[src/jsu_pkg.sv]
// Shared constants, result codes and queue entry type for the JSON string unescaper.
`timescale 1ns / 1ps

package jsu_pkg;

    localparam int COUNT_BITS = 16;
    localparam int CAP_BITS   = 16;
    localparam int SUM_W      = ((COUNT_BITS > CAP_BITS) ? COUNT_BITS : CAP_BITS) + 2;

    localparam logic [SUM_W-1:0]    CNT_MAX   = SUM_W'((64'd1 << COUNT_BITS) - 64'd1);
    localparam logic [CAP_BITS-1:0] CAP_RESET = 16'd64;

    localparam logic [1:0] ST_OK        = 2'd0;
    localparam logic [1:0] ST_TRUNC     = 2'd1;
    localparam logic [1:0] ST_MALFORMED = 2'd2;

    localparam logic KIND_DATA   = 1'b0;
    localparam logic KIND_STATUS = 1'b1;

    localparam int QDEPTH = 4;
    localparam int QPTR_W = $clog2(QDEPTH);

    // One queued item: up to three data bytes, or one status result.
    typedef struct packed {
        logic            kind;
        logic [1:0]      status;
        logic [1:0]      nbytes;
        logic [2:0][7:0] data;
    } jsu_item_t;

    typedef struct packed {
        logic empty;
        logic full;
    } jsu_qstat_t;

endpackage

[src/jsu_front.sv]
// Decoder front end: escape state machine, capacity check and item build.
`timescale 1ns / 1ps

module jsu_front (
    input  logic                      clk,
    input  logic                      rst_n,
    input  logic                      in_valid,
    input  logic                      in_begin,
    input  logic [7:0]                in_byte,
    input  logic                      cfg_write,
    input  logic [jsu_pkg::CAP_BITS-1:0] cfg_data,
    input  jsu_pkg::jsu_qstat_t       qstat,
    output logic                      in_ready,
    output logic                      push,
    output jsu_pkg::jsu_item_t        push_item
);
    import jsu_pkg::*;

    localparam logic [2:0] MODE_IDLE = 3'd0;
    localparam logic [2:0] MODE_BODY = 3'd1;
    localparam logic [2:0] MODE_ESC  = 3'd2;
    localparam logic [2:0] MODE_HEX0 = 3'd3;
    localparam logic [2:0] MODE_HEX1 = 3'd4;
    localparam logic [2:0] MODE_HEX2 = 3'd5;
    localparam logic [2:0] MODE_HEX3 = 3'd6;

    localparam logic [7:0] CH_QUOTE  = 8'h22;
    localparam logic [7:0] CH_BSLASH = 8'h5C;
    localparam logic [7:0] CH_SLASH  = 8'h2F;
    localparam logic [7:0] CH_B      = 8'h62;
    localparam logic [7:0] CH_F      = 8'h66;
    localparam logic [7:0] CH_N      = 8'h6E;
    localparam logic [7:0] CH_R      = 8'h72;
    localparam logic [7:0] CH_T      = 8'h74;
    localparam logic [7:0] CH_U      = 8'h75;
    localparam logic [7:0] CH_QMARK  = 8'h3F;

    logic [2:0]            mode_reg, mode_next;
    logic [15:0]           hex_reg, hex_next;
    logic [COUNT_BITS-1:0] count_reg, count_next;
    logic                  full_reg, full_next;
    logic [CAP_BITS-1:0]   cap_reg;

    logic                  accept;
    logic                  hex_ok;
    logic [3:0]            hex_val;
    logic [15:0]           hex_acc;
    logic [15:0]           cp;
    logic [2:0][7:0]       enc;
    logic [1:0]            enc_len;
    logic                  do_emit;
    logic [SUM_W-1:0]      need;
    logic                  fits;
    jsu_item_t             item;
    logic                  item_valid;

    assign in_ready = !qstat.full;
    assign accept   = in_valid && in_ready;

    always_comb
    begin
        hex_ok  = 1'b1;
        hex_val = 4'd0;
        if (in_byte >= 8'h30 && in_byte <= 8'h39)
        begin
            hex_val = 4'(in_byte - 8'h30);
        end
        else if (in_byte >= 8'h61 && in_byte <= 8'h66)
        begin
            hex_val = 4'(in_byte - 8'h57);
        end
        else if (in_byte >= 8'h41 && in_byte <= 8'h46)
        begin
            hex_val = 4'(in_byte - 8'h37);
        end
        else
        begin
            hex_ok = 1'b0;
        end
    end

    assign hex_acc = {hex_reg[11:0], hex_val};

    // Pick the code point to encode: a simple escape or the finished \u value.
    always_comb
    begin
        cp = 16'd0;
        if (mode_reg == MODE_ESC)
        begin
            case (in_byte)
                CH_B:    cp = 16'h0008;
                CH_F:    cp = 16'h000C;
                CH_N:    cp = 16'h000A;
                CH_R:    cp = 16'h000D;
                CH_T:    cp = 16'h0009;
                default: cp = {8'd0, in_byte};
            endcase
        end
        else if (mode_reg == MODE_HEX3)
        begin
            if (hex_acc >= 16'hD800 && hex_acc <= 16'hDFFF)
            begin
                cp = {8'd0, CH_QMARK};
            end
            else
            begin
                cp = hex_acc;
            end
        end
        else
        begin
            cp = {8'd0, in_byte};
        end
    end

    // Raw bytes in the string body pass through as they are, never re-encoded.
    always_comb
    begin
        enc = '0;
        if (mode_reg == MODE_BODY)
        begin
            enc[0]  = in_byte;
            enc_len = 2'd1;
        end
        else if (cp < 16'h0080)
        begin
            enc[0]  = cp[7:0];
            enc_len = 2'd1;
        end
        else if (cp < 16'h0800)
        begin
            enc[0]  = 8'hC0 | {3'd0, cp[10:6]};
            enc[1]  = 8'h80 | {2'd0, cp[5:0]};
            enc_len = 2'd2;
        end
        else
        begin
            enc[0]  = 8'hE0 | {4'd0, cp[15:12]};
            enc[1]  = 8'h80 | {2'd0, cp[11:6]};
            enc[2]  = 8'h80 | {2'd0, cp[5:0]};
            enc_len = 2'd3;
        end
    end

    assign need = SUM_W'(count_reg) + SUM_W'(enc_len);
    assign fits = ((need + SUM_W'(1)) <= SUM_W'(cap_reg)) && (need <= CNT_MAX);

    always_comb
    begin
        mode_next   = mode_reg;
        hex_next    = hex_reg;
        count_next  = count_reg;
        full_next   = full_reg;
        do_emit     = 1'b0;
        item_valid  = 1'b0;
        item        = '0;
        item.kind   = KIND_STATUS;
        item.nbytes = 2'd1;

        if (in_begin)
        begin
            hex_next   = 16'd0;
            count_next = '0;
            full_next  = 1'b0;
            if (in_byte != CH_QUOTE || cap_reg == '0)
            begin
                item_valid  = 1'b1;
                item.status = ST_MALFORMED;
                mode_next   = MODE_IDLE;
            end
            else
            begin
                mode_next = MODE_BODY;
            end
        end
        else
        begin
            case (mode_reg)
                MODE_BODY:
                begin
                    if (in_byte == 8'd0)
                    begin
                        item_valid  = 1'b1;
                        item.status = ST_MALFORMED;
                        mode_next   = MODE_IDLE;
                    end
                    else if (in_byte == CH_QUOTE)
                    begin
                        item_valid  = 1'b1;
                        item.status = full_reg ? ST_TRUNC : ST_OK;
                        mode_next   = MODE_IDLE;
                    end
                    else if (in_byte == CH_BSLASH)
                    begin
                        mode_next = MODE_ESC;
                    end
                    else
                    begin
                        do_emit = 1'b1;
                    end
                end
                MODE_ESC:
                begin
                    if (in_byte == CH_U)
                    begin
                        hex_next  = 16'd0;
                        mode_next = MODE_HEX0;
                    end
                    else if (in_byte == CH_QUOTE || in_byte == CH_BSLASH ||
                             in_byte == CH_SLASH || in_byte == CH_B ||
                             in_byte == CH_F || in_byte == CH_N ||
                             in_byte == CH_R || in_byte == CH_T)
                    begin
                        mode_next = MODE_BODY;
                        do_emit   = 1'b1;
                    end
                    else
                    begin
                        item_valid  = 1'b1;
                        item.status = ST_MALFORMED;
                        mode_next   = MODE_IDLE;
                    end
                end
                MODE_HEX0, MODE_HEX1, MODE_HEX2, MODE_HEX3:
                begin
                    if (!hex_ok)
                    begin
                        item_valid  = 1'b1;
                        item.status = ST_MALFORMED;
                        mode_next   = MODE_IDLE;
                    end
                    else
                    begin
                        hex_next = hex_acc;
                        if (mode_reg == MODE_HEX3)
                        begin
                            mode_next = MODE_BODY;
                            do_emit   = 1'b1;
                        end
                        else
                        begin
                            mode_next = mode_reg + 3'd1;
                        end
                    end
                end
                default:
                begin
                    mode_next = MODE_IDLE;
                end
            endcase
        end

        // Once one item has missed, drop the rest but keep scanning.
        if (do_emit && !full_reg)
        begin
            if (fits)
            begin
                item_valid  = 1'b1;
                item.kind   = KIND_DATA;
                item.nbytes = enc_len;
                item.data   = enc;
                count_next  = need[COUNT_BITS-1:0];
            end
            else
            begin
                full_next = 1'b1;
            end
        end
    end

    assign push      = accept && item_valid;
    assign push_item = item;

    always_ff @(posedge clk or negedge rst_n)
    begin
        if (!rst_n)
        begin
            mode_reg  <= MODE_IDLE;
            hex_reg   <= 16'd0;
            count_reg <= '0;
            full_reg  <= 1'b0;
            cap_reg   <= CAP_RESET;
        end
        else
        begin
            if (accept)
            begin
                mode_reg  <= mode_next;
                hex_reg   <= hex_next;
                count_reg <= count_next;
                full_reg  <= full_next;
            end
            if (cfg_write)
            begin
                cap_reg <= cfg_data;
            end
        end
    end

endmodule

[src/jsu_fifo.sv]
// Short item queue between the decoder and the output serializer.
`timescale 1ns / 1ps

module jsu_fifo (
    input  logic                clk,
    input  logic                rst_n,
    input  logic                push,
    input  jsu_pkg::jsu_item_t  push_item,
    input  logic                pop,
    output jsu_pkg::jsu_item_t  head,
    output jsu_pkg::jsu_qstat_t qstat
);
    import jsu_pkg::*;

    jsu_item_t         mem [QDEPTH];
    logic [QPTR_W-1:0] wr_ptr_reg, rd_ptr_reg;
    logic [QPTR_W:0]   count_reg;
    logic              do_push, do_pop;

    assign qstat.empty = (count_reg == '0);
    assign qstat.full  = (count_reg == (QPTR_W + 1)'(QDEPTH));
    assign do_push     = push && !qstat.full;
    assign do_pop      = pop && !qstat.empty;
    assign head        = mem[rd_ptr_reg];

    always_ff @(posedge clk)
    begin
        if (do_push)
        begin
            mem[wr_ptr_reg] <= push_item;
        end
    end

    always_ff @(posedge clk or negedge rst_n)
    begin
        if (!rst_n)
        begin
            wr_ptr_reg <= '0;
            rd_ptr_reg <= '0;
            count_reg  <= '0;
        end
        else
        begin
            if (do_push)
            begin
                wr_ptr_reg <= wr_ptr_reg + 1'b1;
            end
            if (do_pop)
            begin
                rd_ptr_reg <= rd_ptr_reg + 1'b1;
            end
            if (do_push && !do_pop)
            begin
                count_reg <= count_reg + 1'b1;
            end
            else if (do_pop && !do_push)
            begin
                count_reg <= count_reg - 1'b1;
            end
        end
    end

`ifndef SYNTH
    a_count_bound: assert property (@(posedge clk) disable iff (!rst_n)
        count_reg <= (QPTR_W + 1)'(QDEPTH))
        else $error("queue count exceeds depth");
    a_ptr_gap: assert property (@(posedge clk) disable iff (!rst_n)
        (count_reg == '0 || count_reg == (QPTR_W + 1)'(QDEPTH)) |->
        (wr_ptr_reg == rd_ptr_reg))
        else $error("queue pointers disagree with count");
`endif

endmodule

[src/jsu_back.sv]
// Output serializer: splits queued items into single results behind an output register.
`timescale 1ns / 1ps

module jsu_back (
    input  logic                clk,
    input  logic                rst_n,
    input  jsu_pkg::jsu_item_t  head,
    input  jsu_pkg::jsu_qstat_t qstat,
    output logic                pop,
    output logic                out_valid,
    input  logic                out_ready,
    output logic                out_kind,
    output logic [7:0]          out_byte,
    output logic [1:0]          out_status,
    output logic                out_last
);
    import jsu_pkg::*;

    logic [1:0] idx_reg, idx_next;
    logic       valid_reg;
    logic       kind_reg;
    logic [7:0] byte_reg;
    logic [1:0] status_reg;
    logic       last_reg;
    logic       load;
    logic       final_el;

    assign load     = (!valid_reg || out_ready) && !qstat.empty;
    assign final_el = (idx_reg == head.nbytes - 2'd1) || (head.kind == KIND_STATUS);
    assign pop      = load && final_el;
    assign idx_next = pop ? 2'd0 : (load ? idx_reg + 2'd1 : idx_reg);

    always_ff @(posedge clk)
    begin
        if (load)
        begin
            kind_reg   <= head.kind;
            byte_reg   <= (head.kind == KIND_DATA) ? head.data[idx_reg] : 8'd0;
            status_reg <= (head.kind == KIND_STATUS) ? head.status : ST_OK;
            last_reg   <= final_el;
        end
    end

    always_ff @(posedge clk or negedge rst_n)
    begin
        if (!rst_n)
        begin
            valid_reg <= 1'b0;
            idx_reg   <= 2'd0;
        end
        else
        begin
            idx_reg <= idx_next;
            if (load)
            begin
                valid_reg <= 1'b1;
            end
            else if (out_ready)
            begin
                valid_reg <= 1'b0;
            end
        end
    end

    assign out_valid  = valid_reg;
    assign out_kind   = kind_reg;
    assign out_byte   = byte_reg;
    assign out_status = status_reg;
    assign out_last   = last_reg;

`ifndef SYNTH
    a_status_last: assert property (@(posedge clk) disable iff (!rst_n)
        (valid_reg && kind_reg == KIND_STATUS) |-> (last_reg && byte_reg == 8'd0))
        else $error("status result without last or with data");
    a_data_status: assert property (@(posedge clk) disable iff (!rst_n)
        (valid_reg && kind_reg == KIND_DATA) |-> (status_reg == ST_OK))
        else $error("data result carries a status");
    a_idx_range: assert property (@(posedge clk) disable iff (!rst_n)
        (!qstat.empty && head.kind == KIND_DATA) |->
        (head.nbytes != 2'd0 && idx_reg < head.nbytes))
        else $error("byte index beyond item length");
    a_idx_idle: assert property (@(posedge clk) disable iff (!rst_n)
        qstat.empty |-> (idx_reg == 2'd0))
        else $error("byte index not cleared with empty queue");
`endif

endmodule

[src/json_string_unescape.sv]
// Top level of the streaming JSON string unescaper.
//
// Input stream (s_*): one byte of a quoted JSON string per transfer; s_tuser
// marks the opening quote and restarts decoding. Output stream (m_*): one
// result per transfer, either a decoded UTF-8 byte (m_tuser = 0) or the final
// status (m_tuser = 1: 0 ok, 1 truncated, 2 malformed). m_tlast flags the last
// result caused by an input byte. cfg_* writes the output capacity in bytes
// (terminator byte included, reset value 64); write it only while idle.
// Throughput: one input byte per cycle while the queue is not full; a \uXXXX
// escape yields up to three results, which drain one per cycle while m_tready
// is high, from a four-entry item queue. Results pass the queue, then the
// output register. The front decoder stalls s_tready only when the queue is
// full, so a stalled receiver backs up the output register, then the queue,
// then the input. Reset clears the decoder to idle, empties the queue and
// drops any pending output; bytes before the next opening quote are ignored.
`timescale 1ns / 1ps

module json_string_unescape (
    input  logic        clk,
    input  logic        rst_n,
    input  logic        s_tvalid,
    output logic        s_tready,
    input  logic [7:0]  s_tdata,   // [7:0] in_byte
    input  logic        s_tuser,   // [0] begin_req
    output logic        m_tvalid,
    input  logic        m_tready,
    output logic [15:0] m_tdata,   // [7:0] out_byte, [9:8] status, [15:10] zero
    output logic        m_tuser,   // [0] result_kind
    output logic        m_tlast,
    input  logic        cfg_valid,
    output logic        cfg_ready,
    input  logic [15:0] cfg_data   // out_capacity
);
    import jsu_pkg::*;

    jsu_item_t  push_item;
    jsu_item_t  head;
    jsu_qstat_t qstat;
    logic       push;
    logic       pop;
    logic [7:0] out_byte;
    logic [1:0] out_status;

    assign cfg_ready = 1'b1;

    jsu_front u_front (
        .clk       (clk),
        .rst_n     (rst_n),
        .in_valid  (s_tvalid),
        .in_begin  (s_tuser),
        .in_byte   (s_tdata),
        .cfg_write (cfg_valid && cfg_ready),
        .cfg_data  (cfg_data),
        .qstat     (qstat),
        .in_ready  (s_tready),
        .push      (push),
        .push_item (push_item)
    );

    jsu_fifo u_fifo (
        .clk       (clk),
        .rst_n     (rst_n),
        .push      (push),
        .push_item (push_item),
        .pop       (pop),
        .head      (head),
        .qstat     (qstat)
    );

    jsu_back u_back (
        .clk        (clk),
        .rst_n      (rst_n),
        .head       (head),
        .qstat      (qstat),
        .pop        (pop),
        .out_valid  (m_tvalid),
        .out_ready  (m_tready),
        .out_kind   (m_tuser),
        .out_byte   (out_byte),
        .out_status (out_status),
        .out_last   (m_tlast)
    );

    assign m_tdata = {6'd0, out_status, out_byte};

endmodule

[config.mk]
export PLATFORM = sky130hd
export DESIGN_NAME = json_string_unescape
export DESIGN_NICKNAME = d
export VERILOG_FILES = /design/src/jsu_pkg.sv /design/src/jsu_front.sv /design/src/jsu_fifo.sv /design/src/jsu_back.sv /design/src/json_string_unescape.sv
export SDC_FILE = /design/constraint.sdc
export NUM_CORES = 1
export LEC_CHECK = 0
export ABC_CLOCK_PERIOD_IN_PS = 14400
export BUFFER_PORTS_ARGS = -buffer_cell sky130_fd_sc_hd__buf_2
export CORE_MARGIN = 1
export CORE_UTILIZATION = 45
export CTS_CLUSTER_SIZE = 16
export DETAILED_ROUTE_END_ITERATION = 8
export SETUP_SLACK_MARGIN = 0.5
export SYNTH_ARGS = -nofsm -noshare
export SYNTH_HDL_FRONTEND = slang
export SYNTH_SLANG_ARGS = --single-unit
[constraint.sdc]
create_clock -name clk -period 14.4 [get_ports clk]
set_input_delay 3.6 -clock clk [delete_from_list [all_inputs] [get_ports clk]]
set_output_delay 3.6 -clock clk [all_outputs]
set_load 0.05 [all_outputs]
==> flow_metrics.env, run 1 <==
export IMPL_netlist_instances=817
export IMPL_maxCapViolCount=0
export IMPL_peakVddDrop_uv=81.4
export IMPL_fill_cells=1758
export IMPL_setup_viol=0
export IMPL_die_y_um=146
export IMPL_p_sw_frac=0.357
export IMPL_htree_levels=4
export IMPL_drc=0
export IMPL_worst_slew_pin_slew_ns=0.943
export IMPL_synth_edf_count=116
export IMPL_grt_ovfl_total=0
export IMPL_cts_tree="built"
export IMPL_setup_tns_ns=0
export IMPL_yosys_warnings=0
export IMPL_arrival_ns=10.53
export IMPL_wire_per_inst_um=19.3
export IMPL_post_route_min_period_ns=10.42
export IMPL_synthTopCellsByArea="edfxtp_1 (37%), dfrtp_1 (15%), mux4_2 (6.3%)"
export IMPL_grt_pass1_wl_um=35100
export IMPL_seqPwrFrac=0.397
export IMPL_finalHoldViolCount=0
export IMPL_largest_register_ffs=104
export IMPL_cp_start_kind="primary input"
export IMPL_cp_end_kind="register"
export IMPL_drt_iter0_drc=630
export IMPL_cts_root_buf="clkbuf_16"
export IMPL_p_leak_uw=0.00388
export IMPL_fmax_ghz=0.0960
export IMPL_clock_latency_ns=0.43
export IMPL_initial_utilization=0.460
export IMPL_synth_main_ff_cell="edfxtp_1"
export IMPL_row_count=52
export IMPL_p_int_uw=1110
export IMPL_ys_seq_elements=174
export IMPL_comb_power_share=0.333
export IMPL_switchingPower_uw=616
export IMPL_hold_path_class="register to register"
export IMPL_async_flop_share=0.333
export IMPL_diodes=0
export IMPL_grtUsageTotal=0.212
export IMPL_antenna_found_initial=0
export IMPL_synth_top_area_frac=0.374
export IMPL_outcome="complete, no violations"
export IMPL_slew_headroom=0.370
export IMPL_antenna_left=0
export IMPL_clkPwrFrac=0.270
export IMPL_final_util=0.511
export IMPL_numCtsBuffers=17
export IMPL_path_clk_slew_ns=0.07
export IMPL_min_path_cells=2
export IMPL_dieArea_sq_um=21300
export IMPL_synth_top_area_cell="edfxtp_1"
export IMPL_vias=6607
export IMPL_viasPerCell=5.87
export IMPL_nNetsFinal=904
export IMPL_hpwl_um=15300
export IMPL_seq_area_frac_synth=0.530
export IMPL_cp_required_ns=14.51
export IMPL_fin_crit_sh=0.724
export IMPL_io_pin_count=51
export IMPL_finalWirelength_um=21700
export IMPL_first_pass_iters=6
export IMPL_dieWidth_um=146
export IMPL_postCtsHoldBufs=0
export IMPL_area_growth_pct=10.9
export IMPL_grt_max_degree=59
export IMPL_cts_max_path_buffers=2
export IMPL_routabilityCongestion=0.895
export IMPL_multi_input_area_sq_um=4060
export IMPL_avgSynthCellArea_sq_um=11.4
export IMPL_clock_sinks=174
export IMPL_syn_area_sq_um=9310
export IMPL_rsz0062_at_grt="no"
export IMPL_coreArea_sq_um=20200
export IMPL_grt_pass1_vias=6454
export IMPL_crit_type="primary input to register"
export IMPL_ctsResizeCount=0
export IMPL_slew_viol_final=0
export IMPL_layout_commonest_cell="edfxtp_1"
export IMPL_reg2reg_depth=24
export IMPL_pwr_density_cell_nw_per_um2=167
export IMPL_cts_setup_buffers=0
export IMPL_final_cell_mix="edfxtp_1 (116), nand2_1 (99), nor2_1 (57)"
export IMPL_layout_drive_gt1_share=0.161
export IMPL_port_buffers=43
export IMPL_seqCellArea_sq_um=4940
export IMPL_skew_ns=0.0123
export IMPL_cp_max_fo=28
export IMPL_yosysUniqueCellTypes=84
## per-stage QoR
step | hold WS (ns) | total power [uW] | area (sq um) | setup slack, ns | instances
after CTS | 0.521 | 1740 | 10300 | 4.03 | 1126
after global routing | 0.551 | 1810 | 10300 | 3.24 | 1126
after floorplan | 0.464 | 1120 | 9330 | 3.94 | 822
after global placement | 0.481 | 1260 | 9720 | 4.06 | 1094
final | 0.523 | 1730 | 10300 | 3.98 | 1126
after detailed placement | 0.507 | 1270 | 9720 | 3.59 | 1094
## final timing paths
kind                                           from              endpoint  slack, ns
worst max-delay path                     s_tdata[7]      u_fifo.mem[1][8]       3.98
worst min-delay path             u_front.hex_reg[1]    u_front.hex_reg[1]       0.52
worst max register to register  u_front.mode_reg[2]      u_fifo.mem[1][8]       5.83
worst min register to register   u_front.hex_reg[1]    u_front.hex_reg[1]       0.52
max in group asynchronous                     rst_n  u_fifo.rd_ptr_reg[0]      10.46
min in group asynchronous                     rst_n   u_front.hex_reg[11]       3.36
## cell usage after synthesis (all sizes together) (5+ instances only)
library cell and number:
and2 10, buf 25, o21ai 44, nand2 99, o211ai 5, mux4 26, a21oi 42, a31oi 6
xor2 16, a2111oi 7, nor2b 7, ha 29, nand2b 8, clkbuf 24, nor3b 13, nor3 18
nor2 58, dfrtp 57, a21o 13, nand4 13, or3 9, edfxtp 116, or2 5, nor4 8
a211oi 7, xnor2 18, o2bb2ai 7, inv 30, and3 6, nand3 19
## power by group through the flow
stage	sequential [uW]	combinational [uW]	clock, uW
floorplan	740	384	0
global placement	690	570	0
detailed placement	696	579	0
CTS	686	581	474
global route	695	626	492
finish	685	575	465
## layer usage
layer | vias to the layer above | routed length (um) | part of all wire | GRT usage
li1 | 3075 | - | - | -
met1 | 3291 | 10200 | 0.47 | 0.308
met2 | 220 | 10100 | 0.46 | 0.330
met3 | 21 | 1190 | 0.055 | 0.0364
met4 | 0 | 240 | 0.011 | 0.0558
met5 | - | 0 | 0 | 0
## final cells by class
| cell class | instances | area share |
|---|---|---|
| multi-input combinational | 568 | 0.392 |
| clock inverter | 11 | 0.0102 |
| tap | 270 | 0.0327 |
| clock buffer | 21 | 0.0489 |
| sequential | 174 | 0.478 |
| timing repair buffer | 51 | 0.0266 |
| inverter | 31 | 0.0113 |
## cell families (layout without fill, tap and decap cells)
group           count (synthesis)  after routing  synth area share
simple gates                  291            291             0.159
flops                         174            174             0.530
xor+xnor                       34             34            0.0328
buf+inv                        80            114            0.0388
fa+ha+maj                      31             31            0.0433
other cells                     2              7          0.000806
compound gates                172            172             0.125
mux                            33             33            0.0709
## critical path, cell delays in order
cell       delay, ns
buf_2           0.17
nand2_1         0.08
o21ai_1         0.11
nand2b_1        0.27
nand2_1         0.29
inv_2           0.19
nand2_1         0.08
ha_1            0.27
fa_1            0.60
xor2_1          0.45
and3_1          0.31
nand4b_1        0.17
nor3_1          0.34
nand2b_1        0.12
nand2b_1        0.17
xor2_1          0.15
ha_1            0.34
a2111oi_0       0.59
nor3b_1         0.27
o21ai_1         0.10
nor3_1          0.31
nand2_1         0.63
a2111oi_0       0.89
(Power assumes the default switching activity.)
==> inputs of run 2 (changes only) <==
--- a/config.mk
+++ b/config.mk
@@ -5,7 +5,7 @@
 export SDC_FILE = /design/constraint.sdc
 export NUM_CORES = 1
 export LEC_CHECK = 0
-export ABC_CLOCK_PERIOD_IN_PS = 14400
+export ABC_CLOCK_PERIOD_IN_PS = 10100
 export BUFFER_PORTS_ARGS = -buffer_cell sky130_fd_sc_hd__buf_2
 export CORE_MARGIN = 1
 export CORE_UTILIZATION = 45
==> constraint.sdc (replaced) <==
create_clock -name clk -period 10.1 [get_ports clk]
set_input_delay 2.525 -clock clk [delete_from_list [all_inputs] [get_ports clk]]
set_output_delay 2.525 -clock clk [all_outputs]
set_load 0.05 [all_outputs]
==> flow_metrics.env, run 2 (synthesis results as in run 1) <==
export IMPL_outcome="complete, no violations"
export IMPL_p_leak_uw=0.00387
export IMPL_cp_start_kind="primary input"
export IMPL_nNetsFinal=905
export IMPL_dieArea_sq_um=21300
export IMPL_slowest_delay_ns=0.60
export IMPL_wire_per_inst_um=19.1
export IMPL_crit_type="primary input to register"
export IMPL_cts_tree="built"
export IMPL_worst_slew_pin_slew_ns=0.912
export IMPL_hpwl_um=15000
export IMPL_slew_viol_final=0
export IMPL_clock_sinks=174
export IMPL_row_count=52
export IMPL_area_growth_pct=10.9
export IMPL_reg2reg_from="u_front.mode_reg[2]"
export IMPL_fill_cells=1780
export IMPL_finalHoldViolCount=0
export IMPL_final_cell_mix="edfxtp_1 (116), nand2_1 (99), nor2_1 (57)"
export IMPL_setup_tns_ns=0
export IMPL_pwr_density_cell_nw_per_um2=236
export IMPL_fin_crit_sh=0.873
export IMPL_viasPerCell=5.81
export IMPL_clkPwrFrac=0.260
export IMPL_die_y_um=146
export IMPL_drc=0
export IMPL_hold_path_class="register to register"
export IMPL_layout_commonest_cell="edfxtp_1"
export IMPL_routabilityCongestion=0.881
export IMPL_numCtsBuffers=17
export IMPL_reg2reg_depth=31
export IMPL_setup_worst_path_start="s_tdata[7]"
export IMPL_fmax_ghz=0.113
export IMPL_path_common_cell="xor2_1"
export IMPL_cp_end_kind="register"
export IMPL_cp_required_ns=10.46
export IMPL_cts_root_buf="clkbuf_16"
export IMPL_grt_pass1_vias=6388
export IMPL_drt_iter0_drc=647
export IMPL_clock_latency_ns=0.43
export IMPL_p_int_uw=1560
export IMPL_grt_ovfl_total=0
export IMPL_setup_ws_ns=1.29
export IMPL_cts_max_path_buffers=2
export IMPL_setup_viol=0
export IMPL_port_buffers=43
export IMPL_first_pass_iters=6
export IMPL_skew_ns=0.0101
export IMPL_worstReg2RegEnd="u_fifo.count_reg[2]"
export IMPL_finalWirelength_um=21500
export IMPL_vias=6546
export IMPL_dieWidth_um=146
export IMPL_grt_pass1_wl_um=35000
export IMPL_rsz0062_at_grt="no"
export IMPL_switchingPower_uw=869
export IMPL_diodes=0
export IMPL_htree_levels=4
export IMPL_hold_ws_ns=0.503
export IMPL_endpoint="u_fifo.count_reg[2]"
export IMPL_p_sw_frac=0.357
export IMPL_cp_max_fo=11
export IMPL_grt_max_degree=59
export IMPL_grtUsageTotal=0.213
export IMPL_io_pin_count=51
export IMPL_cp_slowest_cell="fa_1"
export IMPL_post_route_min_period_ns=8.81
export IMPL_initial_utilization=0.460
export IMPL_maxCapViolCount=0
export IMPL_peakVddDrop_uv=108
export IMPL_coreArea_sq_um=20200
export IMPL_path_clk_slew_ns=0.07
export IMPL_place_ws_ns=0.567
export IMPL_arrival_ns=9.17
export IMPL_antenna_left=0
export IMPL_slew_headroom=0.376
export IMPL_antenna_found_initial=1
export IMPL_seqPwrFrac=0.401
export IMPL_rrSetupSlack_ns=2.10
export IMPL_largest_register_ffs=104
export IMPL_final_util=0.510
export IMPL_comb_power_share=0.338
export IMPL_layout_drive_gt1_share=0.165
[run 2: changes by cell type in the layout (fill, tap and decap cells not counted), sizes merged]
cell    delta
clkinv     +3
buf        +1
inv        -3
[run 2: per-layer routing]
layer	part of all wire	track usage	vias up
li1	-	-	3084
met1	0.48	0.315	3244
met2	0.46	0.322	201
met3	0.049	0.0382	17
met4	0.011	0.0611	0
met5	0	0	-
[run 2: final cells by class]
type | count | area [sq um] | area share
multi-input combinational | 568 | 4070 | 0.395
clock inverter | 11 | 93.8 | 0.00909
timing repair buffer | 52 | 283 | 0.0274
sequential | 174 | 4940 | 0.478
clock buffer | 21 | 484 | 0.0469
inverter | 31 | 116 | 0.0113
tap | 270 | 338 | 0.0327
[run 2: how the worst min path moves through the flow]
stage / startpoint / endpoint / slack [ns] / cells past startpoint
floorplan: u_fifo.count_reg[2] / u_fifo.count_reg[2] / 0.46 / 1
global placement: u_back.out_valid / u_back.out_valid / 0.48 / 2
detailed placement: u_back.out_valid / u_back.out_valid / 0.49 / 2
CTS: u_fifo.count_reg[2] / u_fifo.count_reg[2] / 0.51 / 1
global route: u_back.out_valid / u_back.out_valid / 0.53 / 2
finish: u_back.out_valid / u_back.out_valid / 0.50 / 2
[run 2: what timing repair did]
item	4_1_cts	5_1_grt
hold buffers	0	0
setup endpoints to repair	0	22
gates resized for setup	0	4
buffers inserted	0	0
[run 2: power groups by stage]
stage	clock [uW]	sequential [uW]	combinational [uW]
after floorplan	0	1050	548
after global placement	0	982	809
after detailed placement	0	991	824
after CTS	645	977	830
after global routing	673	990	895
final	633	976	823
[run 2: per-stage QoR]
step	std cells	total power (uW)	cell area, sq um
6_report	1127	2430	10300
5_1_grt	1127	2560	10300
4_1_cts	1127	2450	10300
3_5_place_dp	1095	1820	9730
3_3_place_gp	1095	1790	9730
2_1_floorplan	822	1600	9330
[run 2: worst max-delay path: cells and delay by family]
| family | cells | cell delay (ns) |
|---|---|---|
| simple gates | 14 | 2.87 |
| xor+xnor | 4 | 0.61 |
| fa+ha+maj | 5 | 1.87 |
| compound gates | 4 | 0.91 |
| buf+inv | 3 | 0.42 |
